===== src/tkst_pkg.sv =====
package tkst_pkg;

    // Command codes carried on the request tuser
    typedef enum logic [1:0] {
        CMD_ADD   = 2'd0,
        CMD_READ  = 2'd1,
        CMD_CLEAR = 2'd2
    } cmd_t;

    // One ranked entry handed from cell to cell
    typedef struct packed {
        logic        [31:0] user;
        logic signed [31:0] score;
    } entry_t;

    // Per-cell control from the top level
    typedef struct packed {
        logic ins_en;   // an add is being inserted this cycle
        logic active;   // cell holds a kept entry
    } cell_ctrl_t;

    localparam int unsigned IN_DATA_W  = 72;
    localparam int unsigned OUT_DATA_W = 104;
    localparam int unsigned KEPT_W     = 7;
    localparam int unsigned TOTAL_W    = 32;

endpackage


===== src/tkst_cell.sv =====
module tkst_cell (
    input  logic                       clk,
    input  tkst_pkg::cell_ctrl_t       ctrl,
    input  tkst_pkg::entry_t           new_entry,
    input  logic                       prev_stay,
    input  tkst_pkg::entry_t           prev_entry,
    output logic                       stay,
    output tkst_pkg::entry_t           entry
);
    import tkst_pkg::*;

    entry_t entry_reg;

    // Hold while kept and ranked at or above the new score
    assign stay  = ctrl.active && (entry_reg.score >= new_entry.score);
    assign entry = entry_reg;

    // Take the new request at the insertion point, shift down below it
    always_ff @(posedge clk)
    begin
        if (ctrl.ins_en && !stay)
        begin
            if (prev_stay)
            begin
                entry_reg <= new_entry;
            end
            else
            begin
                entry_reg <= prev_entry;
            end
        end
    end

endmodule


===== config.mk =====
export PLATFORM = sky130hd
export DESIGN_NAME = tkst_cell
export DESIGN_NICKNAME = d
export VERILOG_FILES = /design/src/tkst_pkg.sv /design/src/tkst_cell.sv
export SDC_FILE = /design/constraint.sdc
export NUM_CORES = 1
export LEC_CHECK = 0
export ABC_CLOCK_PERIOD_IN_PS = 6400
export BUFFER_PORTS_ARGS = -buffer_cell sky130_fd_sc_hd__buf_2
export CAP_MARGIN = 5
export CORE_MARGIN = 3
export CORE_UTILIZATION = 41
export CTS_CLUSTER_DIAMETER = 120
export CTS_CLUSTER_SIZE = 12
export DETAILED_ROUTE_END_ITERATION = 8
export MAX_ROUTING_LAYER = met4
export PLACE_DENSITY_LB_ADDON = 0.2
export SLEW_MARGIN = 30
export SYNTH_ARGS = -nofsm -noshare
export SYNTH_HDL_FRONTEND = slang
export SYNTH_SLANG_ARGS = --single-unit

===== constraint.sdc =====
create_clock -name clk -period 6.4 [get_ports clk]
set_input_delay 1.92 -clock clk [delete_from_list [all_inputs] [get_ports clk]]
set_output_delay 1.92 -clock clk [all_outputs]
set_load 0.05 [all_outputs]

==> metrics.txt, run 1 <==
DRT Pass-1 Iters=5; final hold violations=0; Die Wd=99.00 um; Final setup viols=0; Worst Hold Launch=entry[31]; Highest Signal Layer=met4; Worst slew margin=42.44%; Yosys top cell area share=54.20%; r2r endpoint=entry[29]; min Tclk post-route=5.745 ns; f_max=174.1 MHz; RSZ-0062 raised after global routing=no; worst reg2reg path depth=8; worst-path fanout max=3; routed vias/inst=slightly below 5; Leak Pwr=2.267 nW; vias in the first global route=around 2800; minimum hold slack=1.495 ns; area leader, netlist=edfxtp_1; clock latency on the worst-skew pair=0.34 ns; Layout fillers=710; crit path launch type=primary input; GPL Wtd Cong=roughly 0.81; CP arrival=3.82 ns; max-cap violation count=0; Worst Clk Skew=0.01674 ns; post-CTS sizing=0; Final Max Slew Viols=0; most frequent cell after synthesis=edfxtp_1; Peak VDD IR=121.0 uV; Post-synth EDFFs=64; wire per inst=about 15 um; worst hold-check path type=flop to flop; Post-CTS Repair Setup Buffers=0; chip height=99.00 um; htree depth=3; total CTS buffers=9; gr ovfl total=0; crit path kind=primary input to output pin; fin nets=just over 600; row count=33; slew at the pin closest to its max-slew limit=0.8634 ns; Synth top cells by count=edfxtp_1 (64), mux2_2 (60), inv_1 (33); WL met3=745 um; TritonCTS clock tree=built; antenna viol nets, final=0; die outline area=0.009800 mm2; Mapped Cells=256; syn_area_per_cell=13.85 um2; Top FF cell, synth=edfxtp_1; CTS max path bufs=2; Final Cycle Share=89.76%; register area share after synthesis=54.20%; worst hold endpoint=entry[15]; Pwr Density=between 200 and 300 mW/mm2; Via Count=2730; Worst setup EP type=output pin; detailed-route DRC error count=0; synth warn=0; Reg clk slew, reported paths=0.07 ns; top area cells in the synthesized netlist=edfxtp_1 (54%), mux2_2 (19%), ha_1 (11%); ANT cells=0; Ports=around 200; Total Routing Usage GR=17.40%; Largest register FFs=64; cts-stage hold buffer count=0; Met1 Wirelength=approximately 3300 um; worst r2r src=entry[31]; Post-Synthesis Cell Area=0.003546 mm2; flops & latches, synth=64; Register Area=0.001922 mm2; CTS Sinks=64; initial DRC count=between 80 and 90; Worst EP required=4.48 ns; Distinct cells, synth=30; PortBufs=between 150 and 200; area occupied by multi-input gates=around 0.0015 mm2; r2r setup slk=3.31 ns; Cells on Worst Hold Path=5; Total Neg Setup Slack=0 ns; Net Count, Synth=420; root buf cell=clkbuf_8; Met2 Routed Length=4342 um; largest net degree at the start of global routing=65; layout cells sized above 1=60.69%; Core Box Area=just over 0.008 mm2; area growth from synthesis to layout=37.33%; initial core utilization=42.73%; Async S/R FF share, synth=0%; final WL=8496 um; run status=finished clean; initial antenna violation count=0; first-pass GRT wire length=12990 um; dpl hpwl=6732 um
-- layout make-up --
type	instances	share of cell area, %
Clock buffer	9	2.544
Multi-Input combinational cell	152	30.34
Clock inverter	7	1.953
Inverter	33	2.544
Sequential cell	64	39.47
Tap cell	105	2.698
Timing Repair Buffer	198	20.45
-- per-stage QoR --
step	power, mW	util [%]	std cells	cell area [um2]	setup WS, ns
after floorplan	0.7550	-	256	3557	0.8403
after global placement	0.8473	56.04	552	4651	0.7204
after detailed placement	0.8532	56.04	552	4651	0.6318
after CTS	1.240	58.68	568	4870	0.6290
after global routing	1.280	58.68	568	4870	0.5288
final	1.225	58.68	568	4870	0.6552
-- cells in the final DEF (no fill, tap or decap), drive strengths merged, types with 6 or more instances in the layout --
master,count
clkbuf,9
buf,198
nor2,7
edfxtp,64
a21oi,14
mux2,64
ha,32
nand2,9
inv,34
o21ai,6
-- worst max-delay path by stage --
stage                   from    to  slack (ns)  cells past startpoint
6_report       new_entry[13]  stay        0.66                      9
2_1_floorplan  new_entry[14]  stay        0.84                      7
5_1_grt        new_entry[15]  stay        0.53                      9
3_3_place_gp   new_entry[14]  stay        0.72                      9
4_1_cts        new_entry[15]  stay        0.63                      9
3_5_place_dp   new_entry[15]  stay        0.63                      9
-- critical path, cell delays in order --
cell	delay, ns
buf_2	0.08
inv_1	0.04
ha_1	0.30
nand4_2	0.13
or4_4	0.56
a21oi_2	0.16
nor4_1	0.10
o22ai_2	0.22
buf_2	0.31
-- routing by layer --
layer	up-vias	track usage, %
met5	-	-
met4	0	6.303
met3	6	4.812
met2	116	29.75
met1	1250	19.42
li1	1358	-
-- cells by family after synthesis --
logic type	Yosys count	synth area share, %
AND/OR/NAND/NOR	29	4.870
flip-flops	64	54.20
adder cells (fa/ha/maj)	32	11.29
AO/OA/AOI/OAI	27	4.870
multiplexers	64	20.32
buffers and inverters	40	4.446
-- power by group --
group | total, mW | switching (mW) | internal [mW] | leakage, nW
Clock | 0.386 | 0.166 | 0.220 | 0.110
Combinational | 0.318 | 0.212 | 0.106 | 1.55
Sequential | 0.522 | 0.0128 | 0.509 | 0.605
Total | 1.23 | 0.390 | 0.835 | 2.27
(Power assumes the default switching activity.)
==> run 2, diff against run 1 <==
BUFFER_PORTS_ARGS = -buffer_cell sky130_fd_sc_hd__buf_4   (was -buffer_cell sky130_fd_sc_hd__buf_2)
CAP_MARGIN = default   (was 5)
==> run 2 against run 1 <==
Cell area rose by 9.2%. Count of clock-buffer cells in the layout rose by 1. Core utilization rose by 5.4 points. Power fell by 1.3%. Sequential cell count did not move. Global-route usage rose by 1.6 points. Cell count fell by 0.18%. First-iteration DRC count fell by 22%. Clock skew fell by 0.0039 ns. Worst hold slack got worse by 0.17 ns. Die area did not move. Non-clock buffer count did not move. Critical path type unchanged. Highest routed layer unchanged.
==> metrics.txt, run 2 (synthesized netlist as in run 1, its figures left out) <==
crit path kind=primary input to output pin; CP arrival=3.71 ns (-0.11 ns); antenna viol nets, final=0 (unchanged); chip height=99.00 um (unchanged); htree depth=3 (unchanged); layout cells sized above 1=59.74% (-0.95 points); final WL=9068 um (+6.7%); r2r setup slk=3.56 ns (+0.25 ns); ANT cells=0 (unchanged); Post-CTS Repair Setup Buffers=0 (unchanged); detailed-route DRC error count=0 (unchanged); Worst EP required=4.48 ns (about the same); PortBufs=196 (unchanged); CTS Sinks=64 (unchanged); Psw=378.0 uW (-3.2%); Critical Path Stages=9 (unchanged); Logic pwr share=30.0% (+4.0 points); CTS max path bufs=2 (unchanged); Critical Path End=stay; Worst Clk Skew=0.01284 ns (-0.003900 ns); vias in the first global route=2990 (+6.3%); Final Max Slew Viols=0 (unchanged); slew at the pin closest to its max-slew limit=0.8412 ns (-0.02217 ns); Core Box Area=0.008299 mm2 (unchanged); clock latency on the worst-skew pair=0.33 ns (about the same); TritonCTS clock tree=built; worst-path fanout max=3 (unchanged); Total Neg Setup Slack=0 ns (unchanged); commonest non-fill, non-tap cell in the layout=buf_4; initial antenna violation count=0 (unchanged); root buf cell=clkbuf_8; DRT Pass-1 Iters=4 (-1); fin cells=567 (-0.18%); Largest register FFs=64 (unchanged); wire per inst=15.99 um (+6.9%); dpl hpwl=7201 um (+7.0%); initial DRC count=64 (-22%); Clk pwr share=26.8% (-4.7 points); most frequent cells in the layout=buf_4 (198), edfxtp_1 (64), mux2_2 (60); Cell Chain, Critical Path=buf_4, inv_1, ha_1, nand4_2, or4_4, a21oi_2, nor4_1, o22ai_2, buf_4; post-route cell area=0.005318 mm2 (+9.2%); area growth from synthesis to layout=49.96%; Total Routing Usage GR=19.00% (+1.6 points); initial core utilization=42.73% (unchanged); worst reg2reg path depth=8 (unchanged); Leak Pwr=2.413 nW (+6.4%); Slowest cell on crit path=or4_4; RSZ-0062 raised after global routing=no; Worst path most repeated cell=buf_4; Worst setup startpoint=new_entry[13]; buffers and inverters on the worst path=3 (unchanged); Layout fillers=663 (-6.6%); f_max=177.5 MHz (+2.0%); row count=33 (unchanged); r2r endpoint=entry[62]; min Tclk post-route=5.633 ns (-0.1115 ns); post-CTS sizing=0 (unchanged); Worst setup EP type=output pin; Die Wd=99.00 um (unchanged); worst hold-check path type=flop to flop; Final setup viols=0 (unchanged); cts-stage hold buffer count=0 (unchanged); fin nets=622 (unchanged); run status=finished clean; routed vias/inst=4.896 (+1.9%); dpl cell area=0.005141 mm2 (+11%); crit path launch type=primary input; die outline area=0.009800 mm2 (unchanged); crit-path leading delay family=simple AND/OR/NAND/NOR gates; worst r2r src=entry[7]; Reg clk slew, reported paths=0.07 ns (about the same); Final Cycle Share=88.02% (-1.7 points); total CTS buffers=9 (unchanged); largest net degree at the start of global routing=65 (unchanged); GPL Wtd Cong=0.7636 (-5.4%); Peak VDD IR=139.2 uV (+15%); gr ovfl total=0 (unchanged); final hold violations=0 (unchanged); Internal=830.9 uW (-0.48%); minimum hold slack=1.327 ns (-0.1674 ns); sw frac=31.27% (-0.59 points); Reg power frac=43.2% (+0.6 points); Pwr Density=227.3 mW/mm2 (-9.7%); dpl cells=552 (unchanged); Worst slew margin=43.92% (+1.5 points); Slowest Stage Delay on Critical Path=0.56 ns (about the same); Via Count=2776 (+1.7%); first-pass GRT wire length=13990 um (+7.7%); Ports=197 (unchanged); max-cap violation count=0 (unchanged)
-- run 2: changes by cell type in the layout (fill, tap and decap cells not counted) --
cell and delta:
inv_6 -1, clkbuf_1 +1, buf_4 +196, clkinv_2 -2, clkinv_1 +3, buf_2 -196, bufinv_16 -1, clkinv_4 -1
-- run 2: power groups by stage --
stage | clock, mW | combinational, mW | sequential [mW]
global placement | 0 | 0.360 | 0.530
floorplan | 0 | 0.106 | 0.649
CTS | 0.332 | 0.368 | 0.523
global route | 0.352 | 0.389 | 0.526
finish | 0.324 | 0.363 | 0.523
detailed placement | 0 | 0.366 | 0.532
-- run 2: area by class of cell --
type	instances	area, um2	share of cell area, %
Clock buffer	10	127.6	2.400
Timing Repair Buffer	198	1486	27.95
Multi-Input combinational cell	152	1478	27.79
Sequential cell	64	1922	36.14
Clock inverter	5	48.80	0.9176
Tap cell	105	131.4	2.471
Inverter	33	123.9	2.329
-- run 2: routing by layer --
layer | vias up | GRT usage, % | part of all wire (%)
met5 | - | - | 0
met3 | 6 | 6.016 | 9.4
li1 | 1356 | - | -
met4 | 0 | 5.672 | 0.85
met1 | 1294 | 20.38 | 37
met2 | 120 | 33.47 | 53
-- run 2: worst min path at each step --
| stage | start | end | slack [ns] | cells past startpoint |
|---|---|---|---|---|
| final | entry[31] | entry[15] | 1.33 | 5 |
| after global placement | entry[31] | entry[17] | 1.31 | 5 |
| after global routing | entry[31] | entry[40] | 1.42 | 5 |
| after CTS | entry[31] | entry[40] | 1.35 | 5 |
| after detailed placement | entry[31] | entry[17] | 1.34 | 5 |
| after floorplan | entry[31] | entry[0] | 1.88 | 3 |
-- run 2: worst reg2reg max path, delay by kind of cell (launching register included) --
kind | cells | cell delay, ns
and+or+nand+nor | 1 | 0.42
adders and majority gates | 1 | 0.31
DFF | 1 | 0.40
AOI/OAI and AO/OA | 5 | 0.88
buffers and inverters | 1 | 0.44
-- run 2: through the flow --
step / utilization, % / setup WS, ns / power, mW
after CTS: 64.07 / 0.7563 / 1.223
final: 64.07 / 0.7667 / 1.209
after global routing: 64.07 / 0.6300 / 1.267
after global placement: 61.95 / 0.7913 / 0.8906
after floorplan: - / 0.8403 / 0.7550
after detailed placement: 61.95 / 0.7564 / 0.8979
==> run 3, diff against run 2 <==
ABC_AREA = 1   (was default)
CORE_UTILIZATION = 40   (was 41)
==> run 3 against run 2 <==
Area after synthesis is 0.71% lower. Count of clock-buffer cells in the layout decreased by 1. Non-clock buffer count is the same. Largest power group unchanged. Highest routed layer unchanged.
==> metrics.txt, run 3 <==
run status=finished clean; commonest non-fill, non-tap cell in the layout=buf_4; CTS Sinks=64 (unchanged); Peak VDD IR=131.5 uV (-5.5%); gr ovfl total=0 (unchanged); Die Wd=99.82 um (+0.83%); Via Count=2962 (+6.7%); worst hold endpoint=entry[22]; Synth Area in Simple Gates=9.453% (+4.6 points); Ports=197 (unchanged); chip height=99.82 um (+0.83%); antenna viol nets, final=0 (unchanged); Synth Area in Compound Gates=8.067% (+3.2 points); initial DRC count=108 (+69%); dpl hpwl=7115 um (-1.2%); cts-stage hold buffer count=0 (unchanged); Post-synth EDFFs=64 (unchanged); GPL Wtd Cong=0.7721 (+1.1%); Pwr Density=245.3 mW/mm2 (+7.9%); Net Count, Synth=480 (+14%); Internal=916.7 uW (+10%); main combinational cell family by area after synthesis=adder cells; root buf cell=clkbuf_8; Mapped Cells=316 (+23%); row count=33 (unchanged); Distinct cells, synth=23 (-23%); Leak Pwr=2.554 nW (+5.8%); Worst Hold Launch=entry[31]; Clk pwr share=31.2% (+4.4 points); die outline area=0.009964 mm2 (+1.7%); fin nets=678 (+9.0%); Core Box Area=0.008382 mm2 (+1.0%); Worst slew margin=53.00% (+9.1 points); area leader, netlist=edfxtp_1; Total Power=1.316 mW (+8.9%); sw frac=30.37% (-0.90 points); area growth from synthesis to layout=52.45%; final hold violations=0 (unchanged); DRT Pass-1 Iters=4 (unchanged); ANT cells=0 (unchanged); worst reg2reg path depth=11 (+3); crit path kind=primary input to output pin; routed vias/inst=4.747 (-3.0%); initial antenna violation count=0 (unchanged); min Tclk post-route=5.438 ns (-0.1951 ns); Post-Synthesis Cell Area=0.003521 mm2 (-0.71%); Logic pwr share=28.9% (-1.1 points); Final Max Slew Viols=0 (unchanged); Worst EP required=4.48 ns (about the same); RSZ-0062 raised after global routing=no; htree depth=3 (unchanged); max-cap violation count=0 (unchanged); Layout fillers=689 (+3.9%); Post-CTS Repair Setup Buffers=0 (unchanged); worst hold-check path type=flop to flop; total CTS buffers=9 (unchanged); flops & latches, synth=64 (unchanged); vias in the first global route=3210 (+7.4%); Yosys top cell area share=54.58% (+0.39 points); worst r2r src=entry[31]; worst-path fanout max=4 (+1); Async S/R FF share, synth=0% (unchanged); CTS max path bufs=2 (unchanged); syn_area_per_cell=11.14 um2 (-20%); Cells on Worst Hold Path=4 (-1); xor and xnor area share after synthesis=0% (unchanged); layout cells sized above 1=48.75% (-11 points); synth warn=0 (unchanged); Psw=399.8 uW (+5.8%); initial core utilization=42.01% (-0.72 points); Reg power frac=39.9% (-3.3 points); Final setup viols=0 (unchanged); most frequent cells in the layout=buf_4 (195), edfxtp_1 (64), a21oi_1 (44); r2r setup slk=3.62 ns (+0.06 ns); Largest register FFs=64 (unchanged); Total Routing Usage GR=18.67% (-0.33 points); Worst setup EP type=output pin; Total Neg Setup Slack=0 ns (unchanged); detailed-route DRC error count=0 (unchanged); f_max=183.9 MHz (+3.6%); slew at the pin closest to its max-slew limit=0.7049 ns (-0.1363 ns); final WL=9013 um (-0.61%); register area share after synthesis=54.58% (+0.39 points); Reg clk slew, reported paths=0.08 ns (about the same); multiplexer share of the synthesized area=10.55% (-9.8 points); clock latency on the worst-skew pair=0.33 ns (about the same); Top FF cell, synth=edfxtp_1; post-CTS sizing=0 (unchanged); crit path launch type=primary input; PortBufs=196 (unchanged); top area cells in the synthesized netlist=edfxtp_1 (55%), ha_1 (11%), mux2_2 (11%); Post-Synth Adder-Cell Area=11.37% (+0.080 points); Final Cycle Share=84.97% (-3.0 points); TritonCTS clock tree=built; Worst Clk Skew=0.008921 ns (-0.003921 ns); CP arrival=3.52 ns (-0.19 ns); r2r endpoint=entry[16]; largest net degree at the start of global routing=96 (+48%); wire per inst=14.44 um (-9.7%); Synth top cells by count=edfxtp_1 (64), a21oi_1 (44), inv_1 (42); first-pass GRT wire length=14210 um (+1.6%); most frequent cell after synthesis=edfxtp_1
## run 3: cell count changes after synthesis, moves of 3 or more
| cell | change |
|---|---|
| nand2_1 | +23 |
| a21oi_1 | +31 |
| mux2_1 | -4 |
| inv_1 | +9 |
| nor2_1 | +31 |
| o21ai_1 | -3 |
| mux2_2 | -27 |
## run 3: layer usage
metal / wire [um] / global-route usage (%) / vias up / part of all wire, %
met4: 229 / 9.034 / 0 / 2.5
met3: 857 / 5.420 / 24 / 9.5
li1: - / - / 1491 / -
met1: 3436 / 20.90 / 1304 / 38
met5: 0 / - / - / 0
met2: 4488 / 30.63 / 143 / 50
## run 3: cell type report
cell class                 count  area, um2  share of cell area [%]
clock inverter                 7      110.1                   2.051
timing repair buffer         198       1523                   28.37
inverter                      43      161.4                   3.007
clock buffer                   9      123.9                   2.308
multi-input combinational    198       1396                   26.01
tap                          105      131.4                   2.448
sequential                    64       1922                   35.80
## run 3: how the worst max path moves through the flow
stage,slack (ns),startpoint,end
after floorplan,1.12,new_entry[31],entry[0]
after global placement,0.96,new_entry[31],stay
after detailed placement,0.94,new_entry[31],stay
after CTS,0.94,new_entry[31],stay
after global routing,0.77,new_entry[23],stay
final,0.96,new_entry[31],stay
## run 3: power by group through the flow
stage | Sequential, mW | Combinational, mW | Clock, mW
4_1_cts | 0.526 | 0.381 | 0.422
5_1_grt | 0.530 | 0.411 | 0.437
2_1_floorplan | 0.659 | 0.108 | 0
6_report | 0.525 | 0.381 | 0.410
3_5_place_dp | 0.535 | 0.380 | 0
3_3_place_gp | 0.533 | 0.374 | 0
## run 3: logic make-up after synthesis
logic type	count (synthesis)
buffers and inverters	54
and+or+nand+nor	80
AOI/OAI and AO/OA	53
muxes	33
adders and majority gates	32
DFF	64
## run 3: critical path, cell delays in order
cell,delay (ns)
buf_4,0.08
inv_1,0.05
ha_1,0.34
nand2_2,0.08
nor2_2,0.13
nand2_2,0.07
nor3b_2,0.23
nand2_1,0.10
nand2_1,0.06
nand2_1,0.05
nand3_2,0.10
nand2_1,0.06
inv_1,0.05
buf_4,0.18
## run 3: stage by stage
step | area, um2 | cells | hold slack [ns] | utilization [%] | setup WS [ns]
after detailed placement | 5102 | 607 | 1.221 | 60.87 | 0.9386
after floorplan | 3521 | 316 | 1.842 | - | 1.121
final | 5368 | 624 | 1.062 | 64.04 | 0.9618
after CTS | 5336 | 623 | 1.225 | 63.67 | 0.9399
after global placement | 5102 | 607 | 1.188 | 60.87 | 0.9584
after global routing | 5368 | 624 | 1.124 | 64.04 | 0.7735
